--- src/hdl/bvf_pkg.sv ---
// Package for the bounded value FIFO with purge.
// Holds field widths, request and register codes, and controller/datapath structs.
// No dependencies.
package bvf_pkg;

  localparam int unsigned BVF_DEPTH = 16;
  localparam int unsigned DATA_W    = 32;
  localparam int unsigned REQ_W     = 2;
  localparam int unsigned CNT_OUT_W = 5;
  localparam int unsigned CFG_IDX_W = 1;

  typedef enum logic [REQ_W-1:0] {
    REQ_WRITE = 2'd0,
    REQ_READ  = 2'd1,
    REQ_PURGE = 2'd2
  } bvf_req_e;

  typedef enum logic [CFG_IDX_W-1:0] {
    REG_VALUE_BOUND      = 1'b0,
    REG_EMPTY_READ_VALUE = 1'b1
  } bvf_reg_e;

  typedef struct packed {
    logic accept;
    logic load_now;
    logic rd_finish;
    logic purge_step;
    logic purge_finish;
  } bvf_cmd_t;

  typedef struct packed {
    logic empty;
    logic purge_done;
  } bvf_sts_t;

endpackage

--- src/hdl/bvf_if.sv ---
// Channel interfaces for request, response and configuration.
// Depends on bvf_pkg.
interface bvf_req_if import bvf_pkg::*; ();
  logic                     valid;
  logic                     ready;
  logic [REQ_W-1:0]         req_type;
  logic signed [DATA_W-1:0] data_in;

  modport source (output valid, output req_type, output data_in, input ready);
  modport sink   (input valid, input req_type, input data_in, output ready);
endinterface

interface bvf_rsp_if import bvf_pkg::*; ();
  logic                     valid;
  logic                     ready;
  logic signed [DATA_W-1:0] read_data;
  logic                     read_was_empty;
  logic                     write_accepted;
  logic                     write_dropped_full;
  logic [CNT_OUT_W-1:0]     purged_count;
  logic [CNT_OUT_W-1:0]     fill_level;

  modport source (output valid, output read_data, output read_was_empty,
                  output write_accepted, output write_dropped_full,
                  output purged_count, output fill_level, input ready);
  modport sink   (input valid, input read_data, input read_was_empty,
                  input write_accepted, input write_dropped_full,
                  input purged_count, input fill_level, output ready);
endinterface

interface bvf_cfg_if import bvf_pkg::*; ();
  logic                 valid;
  logic                 ready;
  logic [CFG_IDX_W-1:0] index;
  logic [DATA_W-1:0]    data;

  modport source (output valid, output index, output data, input ready);
  modport sink   (input valid, input index, input data, output ready);
endinterface

--- src/hdl/bvf_ctrl.sv ---
// Controller state machine of the bounded value FIFO.
// Sequences reads and purges and owns the response valid. Depends on bvf_pkg.
module bvf_ctrl import bvf_pkg::*; (
  input  logic             clk_i,
  input  logic             rst_ni,
  input  logic             req_valid_i,
  input  logic [REQ_W-1:0] req_type_i,
  output logic             req_ready_o,
  output logic             rsp_valid_o,
  input  logic             rsp_ready_i,
  input  bvf_sts_t         sts_i,
  output bvf_cmd_t         cmd_o
);

  typedef enum logic [2:0] {
    ST_IDLE    = 3'b001,
    ST_RD_WAIT = 3'b010,
    ST_PURGE   = 3'b100
  } state_e;

  state_e   state_q, state_d;
  logic     rsp_valid_q, rsp_valid_d;
  logic     immediate;
  bvf_cmd_t cmd;

  assign req_ready_o = (state_q == ST_IDLE) && (!rsp_valid_q || rsp_ready_i);
  assign rsp_valid_o = rsp_valid_q;
  assign cmd_o       = cmd;

  always_comb begin
    immediate = !((req_type_i == REQ_PURGE) || ((req_type_i == REQ_READ) && !sts_i.empty));
    cmd = '0;
    state_d = state_q;
    cmd.accept = req_valid_i && req_ready_o;
    unique case (state_q)
      ST_IDLE: begin
        if (cmd.accept) begin
          cmd.load_now = immediate;
          if (req_type_i == REQ_PURGE) begin
            state_d = ST_PURGE;
          end else if (!immediate) begin
            state_d = ST_RD_WAIT;
          end
        end
      end
      ST_RD_WAIT: begin
        cmd.rd_finish = 1'b1;
        state_d = ST_IDLE;
      end
      ST_PURGE: begin
        cmd.purge_step = 1'b1;
        if (sts_i.purge_done) begin
          cmd.purge_finish = 1'b1;
          state_d = ST_IDLE;
        end
      end
      default: state_d = ST_IDLE;
    endcase
  end

  always_comb begin
    rsp_valid_d = rsp_valid_q;
    if (cmd.load_now || cmd.rd_finish || cmd.purge_finish) begin
      rsp_valid_d = 1'b1;
    end else if (rsp_ready_i) begin
      rsp_valid_d = 1'b0;
    end
  end

  always_ff @(posedge clk_i or negedge rst_ni) begin
    if (!rst_ni) begin
      state_q     <= ST_IDLE;
      rsp_valid_q <= 1'b0;
    end else begin
      state_q     <= state_d;
      rsp_valid_q <= rsp_valid_d;
    end
  end

  a_rd_wait_done: assert property (@(posedge clk_i) disable iff (!rst_ni)
    state_q == ST_RD_WAIT |=> rsp_valid_q && state_q == ST_IDLE)
    else $error("read did not complete after one wait cycle");

  a_purge_enter: assert property (@(posedge clk_i) disable iff (!rst_ni)
    cmd.accept && req_type_i == REQ_PURGE |=> state_q == ST_PURGE && !rsp_valid_q)
    else $error("purge request did not enter purge walk with empty response slot");

endmodule

--- src/hdl/bvf_dp.sv ---
// Datapath of the bounded value FIFO: entry memory, pointers, config and response.
// Driven by bvf_ctrl commands. Depends on bvf_pkg.
module bvf_dp import bvf_pkg::*; #(
  parameter int unsigned DEPTH = BVF_DEPTH
) (
  input  logic                        clk_i,
  input  logic                        rst_ni,
  input  bvf_cmd_t                    cmd_i,
  output bvf_sts_t                    sts_o,
  input  logic [REQ_W-1:0]            req_type_i,
  input  logic signed [DATA_W-1:0]    data_in_i,
  input  logic                        cfg_we_i,
  input  logic [CFG_IDX_W-1:0]        cfg_index_i,
  input  logic [DATA_W-1:0]           cfg_data_i,
  output logic signed [DATA_W-1:0]    read_data_o,
  output logic                        read_was_empty_o,
  output logic                        write_accepted_o,
  output logic                        write_dropped_full_o,
  output logic [CNT_OUT_W-1:0]        purged_count_o,
  output logic [CNT_OUT_W-1:0]        fill_level_o
);

  localparam int unsigned AW = $clog2(DEPTH);
  localparam int unsigned CW = $clog2(DEPTH + 1);

  function automatic logic [AW-1:0] slot_of(input logic [AW-1:0] base,
                                            input logic [CW-1:0] off);
    logic [CW:0] sum;
    begin
      sum = (CW+1)'(base) + (CW+1)'(off);
      if (sum >= (CW+1)'(DEPTH)) begin
        sum = sum - (CW+1)'(DEPTH);
      end
      return sum[AW-1:0];
    end
  endfunction

  logic [DATA_W-1:0] mem_q [DEPTH];
  logic [DATA_W-1:0] mem_rdata_q;
  logic              mem_we, mem_re;
  logic [AW-1:0]     mem_waddr, mem_raddr;
  logic [DATA_W-1:0] mem_wdata;

  logic [AW-1:0]     head_q, head_d;
  logic [CW-1:0]     count_q, count_d;
  logic [CW-1:0]     idx_q, idx_d;
  logic [CW-1:0]     kept_q, kept_d;
  logic              pvld_q, pvld_d;
  logic signed [DATA_W-1:0] bound_q, empty_val_q;

  logic signed [DATA_W-1:0] rd_data_q, rd_data_d;
  logic                     was_empty_q, was_empty_d;
  logic                     acc_q, acc_d;
  logic                     drop_q, drop_d;
  logic [CW-1:0]            purged_q, purged_d;
  logic [CW-1:0]            fill_q;
  logic                     load_out;

  assign sts_o.empty      = (count_q == '0);
  assign sts_o.purge_done = (idx_q == count_q) && !pvld_q;
  assign load_out = cmd_i.load_now || cmd_i.rd_finish || cmd_i.purge_finish;

  always_comb begin
    head_d      = head_q;
    count_d     = count_q;
    idx_d       = idx_q;
    kept_d      = kept_q;
    pvld_d      = pvld_q;
    mem_we      = 1'b0;
    mem_re      = 1'b0;
    mem_waddr   = slot_of(head_q, count_q);
    mem_raddr   = head_q;
    mem_wdata   = data_in_i;
    rd_data_d   = '0;
    was_empty_d = 1'b0;
    acc_d       = 1'b0;
    drop_d      = 1'b0;
    purged_d    = '0;

    if (cmd_i.accept) begin
      unique case (req_type_i)
        REQ_WRITE: begin
          if (data_in_i < bound_q) begin
            if (count_q < CW'(DEPTH)) begin
              mem_we  = 1'b1;
              count_d = count_q + CW'(1);
              acc_d   = 1'b1;
            end else begin
              drop_d = 1'b1;
            end
          end
        end
        REQ_READ: begin
          if (count_q != '0) begin
            mem_re  = 1'b1;
            head_d  = slot_of(head_q, CW'(1));
            count_d = count_q - CW'(1);
          end else begin
            rd_data_d   = empty_val_q;
            was_empty_d = 1'b1;
          end
        end
        REQ_PURGE: begin
          idx_d  = '0;
          kept_d = '0;
          pvld_d = 1'b0;
        end
        default: ;
      endcase
    end

    if (cmd_i.rd_finish) begin
      rd_data_d = mem_rdata_q;
    end

    if (cmd_i.purge_step) begin
      if (pvld_q && ($signed(mem_rdata_q) < bound_q)) begin
        mem_we    = 1'b1;
        mem_waddr = slot_of(head_q, kept_q);
        mem_wdata = mem_rdata_q;
        kept_d    = kept_q + CW'(1);
      end
      if (idx_q < count_q) begin
        mem_re    = 1'b1;
        mem_raddr = slot_of(head_q, idx_q);
        idx_d     = idx_q + CW'(1);
        pvld_d    = 1'b1;
      end else begin
        pvld_d = 1'b0;
      end
    end

    if (cmd_i.purge_finish) begin
      count_d  = kept_q;
      purged_d = count_q - kept_q;
    end
  end

  always_ff @(posedge clk_i) begin
    if (mem_we) begin
      mem_q[mem_waddr] <= mem_wdata;
    end
    if (mem_re) begin
      mem_rdata_q <= mem_q[mem_raddr];
    end
  end

  always_ff @(posedge clk_i or negedge rst_ni) begin
    if (!rst_ni) begin
      head_q      <= '0;
      count_q     <= '0;
      idx_q       <= '0;
      kept_q      <= '0;
      pvld_q      <= 1'b0;
      bound_q     <= '0;
      empty_val_q <= '0;
    end else begin
      head_q  <= head_d;
      count_q <= count_d;
      idx_q   <= idx_d;
      kept_q  <= kept_d;
      pvld_q  <= pvld_d;
      if (cfg_we_i) begin
        unique case (cfg_index_i)
          REG_VALUE_BOUND:      bound_q     <= cfg_data_i;
          REG_EMPTY_READ_VALUE: empty_val_q <= cfg_data_i;
          default: ;
        endcase
      end
    end
  end

  always_ff @(posedge clk_i) begin
    if (load_out) begin
      rd_data_q   <= rd_data_d;
      was_empty_q <= was_empty_d;
      acc_q       <= acc_d;
      drop_q      <= drop_d;
      purged_q    <= purged_d;
      fill_q      <= count_d;
    end
  end

  assign read_data_o          = rd_data_q;
  assign read_was_empty_o     = was_empty_q;
  assign write_accepted_o     = acc_q;
  assign write_dropped_full_o = drop_q;
  assign purged_count_o       = CNT_OUT_W'(purged_q);
  assign fill_level_o         = CNT_OUT_W'(fill_q);

  a_count_bound: assert property (@(posedge clk_i) disable iff (!rst_ni)
    count_q <= CW'(DEPTH) && (CW+1)'(head_q) < (CW+1)'(DEPTH))
    else $error("fill count or head pointer out of range");

  a_purge_order: assert property (@(posedge clk_i) disable iff (!rst_ni)
    pvld_q |-> kept_q < idx_q && idx_q <= count_q)
    else $error("purge compaction overtook its read pointer");

endmodule

--- src/hdl/bounded_value_fifo_with_purge.sv ---
// Bounded value FIFO with purge, top level. A write, an empty read or an unused code
// answers in the cycle after acceptance, and writes go back to back at one per cycle
// while responses are taken. A read of a held entry answers through the registered
// memory read port and the read-wait state. A purge walks the held entries once and
// answers when the walk is done, taking no request until then.
// Reset (async, active low) clears pointers, count and config; memory is not cleared.
module bounded_value_fifo_with_purge import bvf_pkg::*; #(
  parameter int unsigned DEPTH = BVF_DEPTH
) (
  input  logic  clk_i,
  input  logic  rst_ni,
  bvf_req_if.sink   req_i,
  bvf_rsp_if.source rsp_o,
  bvf_cfg_if.sink   cfg_i
);

  bvf_cmd_t cmd;
  bvf_sts_t sts;

  assign cfg_i.ready = 1'b1;

  bvf_ctrl u_ctrl (
    .clk_i       (clk_i),
    .rst_ni      (rst_ni),
    .req_valid_i (req_i.valid),
    .req_type_i  (req_i.req_type),
    .req_ready_o (req_i.ready),
    .rsp_valid_o (rsp_o.valid),
    .rsp_ready_i (rsp_o.ready),
    .sts_i       (sts),
    .cmd_o       (cmd)
  );

  bvf_dp #(
    .DEPTH (DEPTH)
  ) u_dp (
    .clk_i                (clk_i),
    .rst_ni               (rst_ni),
    .cmd_i                (cmd),
    .sts_o                (sts),
    .req_type_i           (req_i.req_type),
    .data_in_i            (req_i.data_in),
    .cfg_we_i             (cfg_i.valid),
    .cfg_index_i          (cfg_i.index),
    .cfg_data_i           (cfg_i.data),
    .read_data_o          (rsp_o.read_data),
    .read_was_empty_o     (rsp_o.read_was_empty),
    .write_accepted_o     (rsp_o.write_accepted),
    .write_dropped_full_o (rsp_o.write_dropped_full),
    .purged_count_o       (rsp_o.purged_count),
    .fill_level_o         (rsp_o.fill_level)
  );

endmodule
--- src/flat_wrapper.sv ---
// flat-port wrapper written by rule: the top's interface ports become plain ports
module bounded_value_fifo_with_purge_flat import bvf_pkg::*;
#(
  parameter int unsigned DEPTH = BVF_DEPTH
)
  (clk_i, rst_ni, req_i_valid, req_i_req_type, req_i_data_in, req_i_ready, rsp_o_valid, rsp_o_read_data, rsp_o_read_was_empty, rsp_o_write_accepted, rsp_o_write_dropped_full, rsp_o_purged_count, rsp_o_fill_level, rsp_o_ready, cfg_i_valid, cfg_i_index, cfg_i_data, cfg_i_ready);
  bvf_req_if req_i_i ();
  bvf_rsp_if rsp_o_i ();
  bvf_cfg_if cfg_i_i ();
  input  logic clk_i;
  input  logic rst_ni;
  input wire logic [$bits(req_i_i.valid)-1:0] req_i_valid;
  input wire logic [$bits(req_i_i.req_type)-1:0] req_i_req_type;
  input wire logic [$bits(req_i_i.data_in)-1:0] req_i_data_in;
  output wire logic [$bits(req_i_i.ready)-1:0] req_i_ready;
  output wire logic [$bits(rsp_o_i.valid)-1:0] rsp_o_valid;
  output wire logic [$bits(rsp_o_i.read_data)-1:0] rsp_o_read_data;
  output wire logic [$bits(rsp_o_i.read_was_empty)-1:0] rsp_o_read_was_empty;
  output wire logic [$bits(rsp_o_i.write_accepted)-1:0] rsp_o_write_accepted;
  output wire logic [$bits(rsp_o_i.write_dropped_full)-1:0] rsp_o_write_dropped_full;
  output wire logic [$bits(rsp_o_i.purged_count)-1:0] rsp_o_purged_count;
  output wire logic [$bits(rsp_o_i.fill_level)-1:0] rsp_o_fill_level;
  input wire logic [$bits(rsp_o_i.ready)-1:0] rsp_o_ready;
  input wire logic [$bits(cfg_i_i.valid)-1:0] cfg_i_valid;
  input wire logic [$bits(cfg_i_i.index)-1:0] cfg_i_index;
  input wire logic [$bits(cfg_i_i.data)-1:0] cfg_i_data;
  output wire logic [$bits(cfg_i_i.ready)-1:0] cfg_i_ready;
  assign req_i_i.valid = req_i_valid;
  assign req_i_i.req_type = req_i_req_type;
  assign req_i_i.data_in = req_i_data_in;
  assign req_i_ready = req_i_i.ready;
  assign rsp_o_valid = rsp_o_i.valid;
  assign rsp_o_read_data = rsp_o_i.read_data;
  assign rsp_o_read_was_empty = rsp_o_i.read_was_empty;
  assign rsp_o_write_accepted = rsp_o_i.write_accepted;
  assign rsp_o_write_dropped_full = rsp_o_i.write_dropped_full;
  assign rsp_o_purged_count = rsp_o_i.purged_count;
  assign rsp_o_fill_level = rsp_o_i.fill_level;
  assign rsp_o_i.ready = rsp_o_ready;
  assign cfg_i_i.valid = cfg_i_valid;
  assign cfg_i_i.index = cfg_i_index;
  assign cfg_i_i.data = cfg_i_data;
  assign cfg_i_ready = cfg_i_i.ready;
  bounded_value_fifo_with_purge #(.DEPTH(DEPTH)) u_core (.clk_i(clk_i), .rst_ni(rst_ni), .req_i(req_i_i), .rsp_o(rsp_o_i), .cfg_i(cfg_i_i));
endmodule
--- config.mk ---
export PLATFORM = sky130hd
export DESIGN_NAME = bounded_value_fifo_with_purge_flat
export DESIGN_NICKNAME = d
export VERILOG_FILES = /design/src/hdl/bvf_pkg.sv /design/src/hdl/bvf_if.sv /design/src/hdl/bvf_ctrl.sv /design/src/hdl/bvf_dp.sv /design/src/hdl/bounded_value_fifo_with_purge.sv /design/src/flat_wrapper.sv
export SDC_FILE = /design/constraint.sdc
export NUM_CORES = 1
export LEC_CHECK = 0
export ABC_AREA = 1
export BUFFER_PORTS_ARGS = -buffer_cell sky130_fd_sc_hd__buf_2
export CAP_MARGIN = 20
export CORE_MARGIN = 4
export CORE_UTILIZATION = 37
export CTS_CLUSTER_DIAMETER = 50
export DETAILED_ROUTE_END_ITERATION = 16
export PLACE_DENSITY = 0.62
export REMOVE_ABC_BUFFERS = 1
export SYNTH_ARGS = -nofsm -noshare
export SYNTH_HDL_FRONTEND = slang
export SYNTH_SLANG_ARGS = --single-unit
--- constraint.sdc ---
create_clock -name clk_i -period 6.5 [get_ports clk_i]
set_input_delay 1.625 -clock clk_i [delete_from_list [all_inputs] [get_ports clk_i]]
set_output_delay 1.625 -clock clk_i [all_outputs]
set_load 0.005 [all_outputs]
==> flow_summary_export.csv, run 1 <==
group,metric,value,unit
die,core,78000,µm²
layout,fin_area,33900,µm²
placement,place_hpwl,48600,µm
clock_tree,htree_levels,3,
logic_synthesis,yosysWarningCount,0,
layout,nNetsFinal,2724,
die,fp.dieArea,83900,µm²
timing,rsz0062_at_grt,"no",
detailed_routing,totalWireLength,80000,µm
die,num_io_pins,120,
timing,tightestPinTransition,1.29,ns
layout,fin_util,43.5,%
layout,num-fill-cells,7071,
global_routing,grt.total_usage,18.9,%
global_routing,overflow,0,
logic_synthesis,synthCells,2453,
logic_synthesis,yosysSeqAreaShare,67.8,%
global_routing,grt_antenna_before_repair,3,
logic_synthesis,synth_compound_area_share,13.1,%
global_routing,grt_pass1_wl,121000,µm
pwr,ir_worst_vdd,0.257,mV
clock_tree,path_clk_slew,0.05,ns
detailed_routing,via_per_inst,5.41,
die,num_rows,102,
critical_path,start_kind,"primary input",
clock_tree,cts-root-buf,"clkbuf_16",
worst_hold_path,min_path_cells,2,
layout,syn2layout_area_growth,15.6,%
layout,seq_area,19900,µm²
critical_path,cp.arrival,5.45,ns
timing,clock.fmax,195,MHz
critical_path,r2r_cells,18,
clock_tree,cts_setup_buffers,0,
placement,routabilityCongestion,0.854,
timing,setup_viol,0,
detailed_routing,drt-initial-drc-count,2045,
detailed_routing,antenna_left,0,
worst_hold_path,hold_class,"reg2reg",
logic_synthesis,syn_avg_cell_area,12.0,µm²
clock_tree,clk_latency,0.63,ns
critical_path,critPathKind,"in2reg",
layout,final_cells,3670,
timing,min_period,5.14,ns
logic_synthesis,syn_area,29300,µm²
detailed_routing,drc,0,
clock_tree,ctsResizeCount,0,
logic_synthesis,synthXorXnorAreaFrac,0.508,%
die,die_y,290,µm
logic_synthesis,yosys-mux-area-fraction,0,%
detailed_routing,vias,19800,
pwr,cellLeakagePower,0.0125,µW
logic_synthesis,ys_top_cells_by_area,"edfxtp_1, dfrtp_1, o21ai_0",
timing,slew_headroom,14.2,%
placement,dp.cells,3519,
placement,portBuffers,118,
timing,fin_crit_sh,79.0,%
critical_path,endpoint_kind,"flop",
run_status,status,"finished, final reports clean",
logic_synthesis,ys_ff_latch,677,
global_routing,grt_max_degree,257,
logic_synthesis,synth-simple-area-share,10.6,%
clock_tree,clock_path_buffers,3,
clock_tree,cts_buffers,81,
die,die_w,290,µm
detailed_routing,firstDrtPassIters,6,
logic_synthesis,synth_top_area_share,60.3,%
clock_tree,cts_tree,"done",
timing,hold_slack,0.483,ns
timing,final_hold_viol_count,0,
global_routing,grt_pass1_vias,19700,
logic_synthesis,synth_top_cell_by_area,"edfxtp_1",
run,maxCapViolations,0,
clock_tree,cts_hold_buf,0,
clock_tree,cts_sinks,677,
critical_path,crit_required,6.81,ns
layout,multi_input_area,8440,µm²
logic_synthesis,synth_cell_type_count,42,
logic_synthesis,synth_adder_area_share,3.90,%
timing,fin_skew,0.0299,ns
layout,layout-drive-gt1-share,12.7,%
logic_synthesis,synth_top_family_by_area,"compound AO/OA/AOI/OAI gates",
pwr,powerDensity,416,nW/µm²
placement,placed_area,31200,µm²
detailed_routing,detail_route.wl_per_cell,21.8,µm
critical_path,worstPathMaxFanout,15,
die,start_util,37.6,%
timing,fin_setup_tns,0,ns
timing,slew_violations,0,
power breakdown:
| group | internal [µW] | switching [µW] |
|---|---|---|
| combinational | 1310 | 3000 |
| clock | 2690 | 1810 |
| sequential | 5070 | 208 |
cells in the final DEF, fill, tap and decap left out, drive strengths merged, types with 5 or more instances in the layout:
| master | n |
|---|---|
| a21oi | 50 |
| a31oi | 5 |
| buf | 162 |
| bufinv | 5 |
| clkbuf | 107 |
| clkinv | 24 |
| clkinvlp | 5 |
| dfrtp | 87 |
| edfxtp | 589 |
| ha | 85 |
| inv | 148 |
| nand2 | 385 |
| nand3 | 136 |
| nand4 | 10 |
| nor2 | 213 |
| nor3 | 11 |
| o211ai | 99 |
| o21ai | 345 |
| o21bai | 95 |
| o221ai | 32 |
| xor2 | 15 |
logic make-up after synthesis:
family / after synthesis
and+or+nand+nor: 759
DFF: 677
buffers and inverters: 275
adders and majority gates: 89
AOI/OAI and AO/OA: 635
other: 1
xor gates and xnor gates: 17
registers in the layout, indices dropped and copies added, names as in the netlist:
signal,flops
u_core.u_dp.write_dropped_full_o,1
u_core.u_dp.mem_rdata_q,32
u_core.u_dp.empty_val_q,32
u_core.u_dp.read_data_o,32
u_core.u_dp.idx_q,5
u_core.u_dp.head_q,4
u_core.u_ctrl.state_q,3
u_core.u_ctrl.rsp_valid_o,1
u_core.u_dp.bound_q,32
u_core.u_dp.kept_q,5
u_core.u_dp.fill_level_o,5
u_core.u_dp.pvld_q,1
u_core.u_dp.mem_q,512
u_core.u_dp.purged_count_o,5
u_core.u_dp.count_q,5
u_core.u_dp.write_accepted_o,1
u_core.u_dp.read_was_empty_o,1
synth_stat cells:
cell type / number
a21oi_2: 2
nand3_4: 1
dfstp_2: 1
inv_2: 8
clkbuf_2: 11
inv_1: 130
dfrtp_1: 87
a21boi_0: 1
o31ai_1: 3
buf_2: 82
a21oi_1: 48
nor3_2: 2
nor4_1: 1
o21ai_1: 24
ha_1: 85
clkinv_1: 2
buf_4: 6
a211oi_1: 1
o211ai_1: 99
clkbuf_1: 33
o21bai_1: 95
o21ai_2: 3
nand4_1: 10
o21ai_4: 1
o221ai_1: 32
nand3_2: 3
xnor2_1: 2
nand2_2: 2
fa_1: 4
a31oi_1: 5
nor3_1: 9
nand3b_1: 2
nand3_1: 132
nor2_1: 213
edfxtp_1: 589
nor3b_1: 1
o21ai_0: 317
conb_1: 1
xor2_1: 15
nand2_1: 383
o21a_1: 4
buf_6: 3
per-stage QoR:
| step | total power (µW) | setup WS (ns) |
|---|---|---|
| global placement | 9570 | 0.950 |
| global route | 14900 | 1.16 |
| finish | 14100 | 1.36 |
| floorplan | 8060 | -1.17 |
| detailed placement | 9660 | 0.887 |
| CTS | 14200 | 1.36 |
critical path: stages:
cell and delay, ns:
buf_2 0.11, ha_1 0.38, nand2_1 0.10, nor2_1 0.17, nand4_1 0.37, a21oi_1 0.56, nor2_1 0.13, nand2_1 0.12
nand2_1 0.10, nand2_1 0.12, nand3_1 0.19, nand2_2 0.16, nand3_1 0.31, nor2_4 0.64, buf_4 0.32
final cells by class:
cell class / count / area share, %
clock inverters: 42 / 1.24
diodes: 1 / 0.00738
multi-input cells: 1501 / 24.9
flip-flops and latches: 677 / 58.7
inverters: 140 / 1.57
clock buffers: 107 / 6.69
well taps: 1040 / 3.84
repair buffers: 162 / 3.09
path summary, 6_finish.rpt:
path	endpoint	start	slack, ns
setup / recovery	u_core.u_dp.mem_q[13][24]	req_i_data_in[31]	1.36
hold / removal	u_core.u_dp.empty_val_q[8]	u_core.u_dp.empty_val_q[8]	0.48
setup reg to reg	u_core.u_dp.mem_q[13][24]	u_core.u_dp.mem_rdata_q[17]	1.93
hold reg to reg	u_core.u_dp.empty_val_q[8]	u_core.u_dp.empty_val_q[8]	0.48
max in group asynchronous	u_core.u_dp.empty_val_q[7]	rst_ni	4.14
min in group asynchronous	u_core.u_dp.bound_q[24]	rst_ni	1.06
routing by layer:
metal / vias up / track usage (%) / share of wire (%)
met2: 819 / 30.4 / 47
li1: 9089 / - / -
met5: - / 0 / 0.016
met1: 9826 / 26.2 / 44
met4: 2 / 5.30 / 2.1
met3: 113 / 3.64 / 7.2
Note: power is estimated with default switching activity, not from simulation.
==> run 2, diff against run 1 <==
PLACE_DENSITY = 0.64   (was 0.62)
clock period = 4.6 ns   (was 6.5 ns; I/O delays follow)
==> run 2 against run 1 <==
  * Combinational power grew 46%
  * Cell area grew 2.0%
  * Critical path type is now reg2reg
  * Power grew 43%
  * Die area is the same
==> flow_summary_export.csv, run 2 (same netlist as run 1, synthesis figures left out) <==
group,metric,value,unit
pwr,total_power,20200,µW
critical_path,crit_required,4.92,ns
die,fp.dieArea,83900,µm²
critical_path,start_kind,"flop",
pwr,comb_power_share,31.2,%
die,start_util,37.6,%
timing,min_period,4.16,ns
detailed_routing,vias,19900,
timing,hold_slack,0.487,ns
clock_tree,clk_latency,0.63,ns
timing,timing.final.ws_setup,0.436,ns
timing,slew_violations,0,
die,num_io_pins,120,
timing,fin_skew,0.0295,ns
layout,nNetsFinal,2755,
detailed_routing,totalWireLength,78500,µm
clock_tree,ctsResizeCount,0,
timing,tightestPinTransition,1.05,ns
timing,rsz0062_at_grt,"no",
worst_hold_path,hold_class,"reg2reg",
detailed_routing,detail_route.wl_per_cell,21.2,µm
critical_path,crit_buf_inv,2,
detailed_routing,via_per_inst,5.38,
critical_path,rrSetupSlack,0.44,ns
die,num_rows,102,
critical_path,crit_chain,"ha_1 > a21oi_1 > a31oi_1 > nor2_1 > nand2_1 > nand2_1 > nand2_1 > nand2_2 > nand3_2 > inv_2 > nand2_1 > nand2_1 > nand2_1 > nor2_4 > buf_12",
critical_path,r2r_cells,15,
detailed_routing,drc,0,
clock_tree,cts-root-buf,"clkbuf_16",
pwr,ir_worst_vdd,0.416,mV
critical_path,r2r-end,"u_core.u_dp.mem_q[3][16]",
pwr,swShare,35.5,%
critical_path,cpMostUsedCell,"nand2_1",
clock_tree,cts_tree,"done",
placement,place_hpwl,50300,µm
pwr,clockPowerShare,31.9,%
pwr,powerDensity,584,nW/µm²
critical_path,critPathTopFamily,"simple AND/OR/NAND/NOR gates",
layout,num-fill-cells,7027,
layout,fin_area,34600,µm²
worst_hold_path,hp-start,"u_core.u_dp.bound_q[31]",
timing,final_hold_viol_count,0,
die,core,78000,µm²
run_status,status,"finished, final reports clean",
layout,final_cells,3700,
die,die_w,290,µm
critical_path,endpoint_kind,"flop",
detailed_routing,drt-initial-drc-count,1773,
timing,slew_headroom,29.8,%
global_routing,grt_pass1_vias,19600,
layout,largest_reg_flops,512,
placement,portBuffers,118,
clock_tree,cts_hold_buf,0,
layout,final_common_cell,"edfxtp_1",
run,maxCapViolations,0,
placement,dp.cells,3553,
detailed_routing,firstDrtPassIters,5,
pwr,cellLeakagePower,0.0128,µW
layout,layout-drive-gt1-share,13.8,%
clock_tree,cts_buffers,78,
global_routing,overflow,0,
placement,placed_area,31800,µm²
global_routing,grt_antenna_before_repair,1,
critical_path,critPathKind,"reg2reg",
clock_tree,cts_sinks,677,
timing,setup_viol,0,
clock_tree,clock_path_buffers,3,
pwr,p_sw,7160,µW
critical_path,cp.depth,15,
global_routing,grt.total_usage,18.5,%
timing,clock.fmax,240,MHz
layout,num_antenna_cells,0,
placement,routabilityCongestion,0.840,
critical_path,slowest_stage,"nand3_2",
global_routing,grt_max_degree,202,
die,die_y,290,µm
pwr,pwr-share-seq,36.9,%
worst_hold_path,min_path_cells,2,
critical_path,r2r-start,"u_core.u_dp.mem_rdata_q[11]",
detailed_routing,antenna_left,0,
worst_hold_path,holdPathEnd,"u_core.u_dp.bound_q[31]",
placement,pre_cts_slack,0.273,ns
critical_path,worstPathMaxFanout,19,
critical_path,max_stage_delay,0.51,ns
layout,largest_register,"u_core.u_dp.mem_q",
clock_tree,htree_levels,3,
layout,final_cell_mix,"edfxtp_1, nand2_1, o21ai_0",
global_routing,grt_pass1_wl,119000,µm
clock_tree,path_clk_slew,0.06,ns
timing,fin_crit_sh,90.5,%
pwr,internal_power,13000,µW
layout,syn2layout_area_growth,17.9,%
critical_path,cp.arrival,4.48,ns
clock_tree,cts_setup_buffers,0,
run 2: cell type report:
class,instances,area (µm²),share of cell area (%)
clock buffers,93,2090,6.05
clock inverters,53,632,1.83
well taps,1040,1300,3.76
multi-input cells,1501,8440,24.4
flip-flops and latches,677,19900,57.5
inverters,140,531,1.53
repair buffers,196,1690,4.89
run 2: worst max path at each step:
stage	startpoint	slack (ns)	endpoint
final	u_core.u_dp.mem_rdata_q[11]	0.44	u_core.u_dp.mem_q[3][16]
after CTS	u_core.u_dp.mem_rdata_q[11]	0.43	u_core.u_dp.mem_q[3][10]
after detailed placement	req_i_data_in[31]	0.27	u_core.u_dp.mem_q[13][9]
after global placement	req_i_data_in[31]	0.31	u_core.u_dp.mem_q[13][22]
after floorplan	u_core.u_dp.count_q[2]	-3.07	u_core.u_dp.mem_rdata_q[10]
after global routing	u_core.u_dp.mem_rdata_q[11]	0.18	u_core.u_dp.mem_q[3][10]
run 2: worst min-delay path, stage by stage, from the launching register on:
cell	delay [ns]
dfrtp_1	0.34
nand2_1	0.05
o21ai_0	0.06
run 2: metal layers:
layer	vias to the layer above	wire (µm)	track usage, %
met5	-	0	0
met4	0	1500	4.73
met3	108	4790	2.90
met2	744	37100	30.0
met1	9911	35100	26.2
li1	9153	-	-
run 2: power groups by stage:
stage / registers [µW] / clock network [µW] / logic [µW]
CTS: 7450 / 6530 / 6300
detailed placement: 7570 / 0 / 6260
floorplan: 7490 / 0 / 3890
finish: 7460 / 6440 / 6290
global route: 7490 / 6820 / 6990
global placement: 7560 / 0 / 6130
run 2: stage by stage:
step                      TNS, ns  util, %
after floorplan            -98.20        -
after global placement          0     40.8
after detailed placement        0     40.8
after CTS                       0     44.3
after global routing            0     44.3
final                           0     44.3
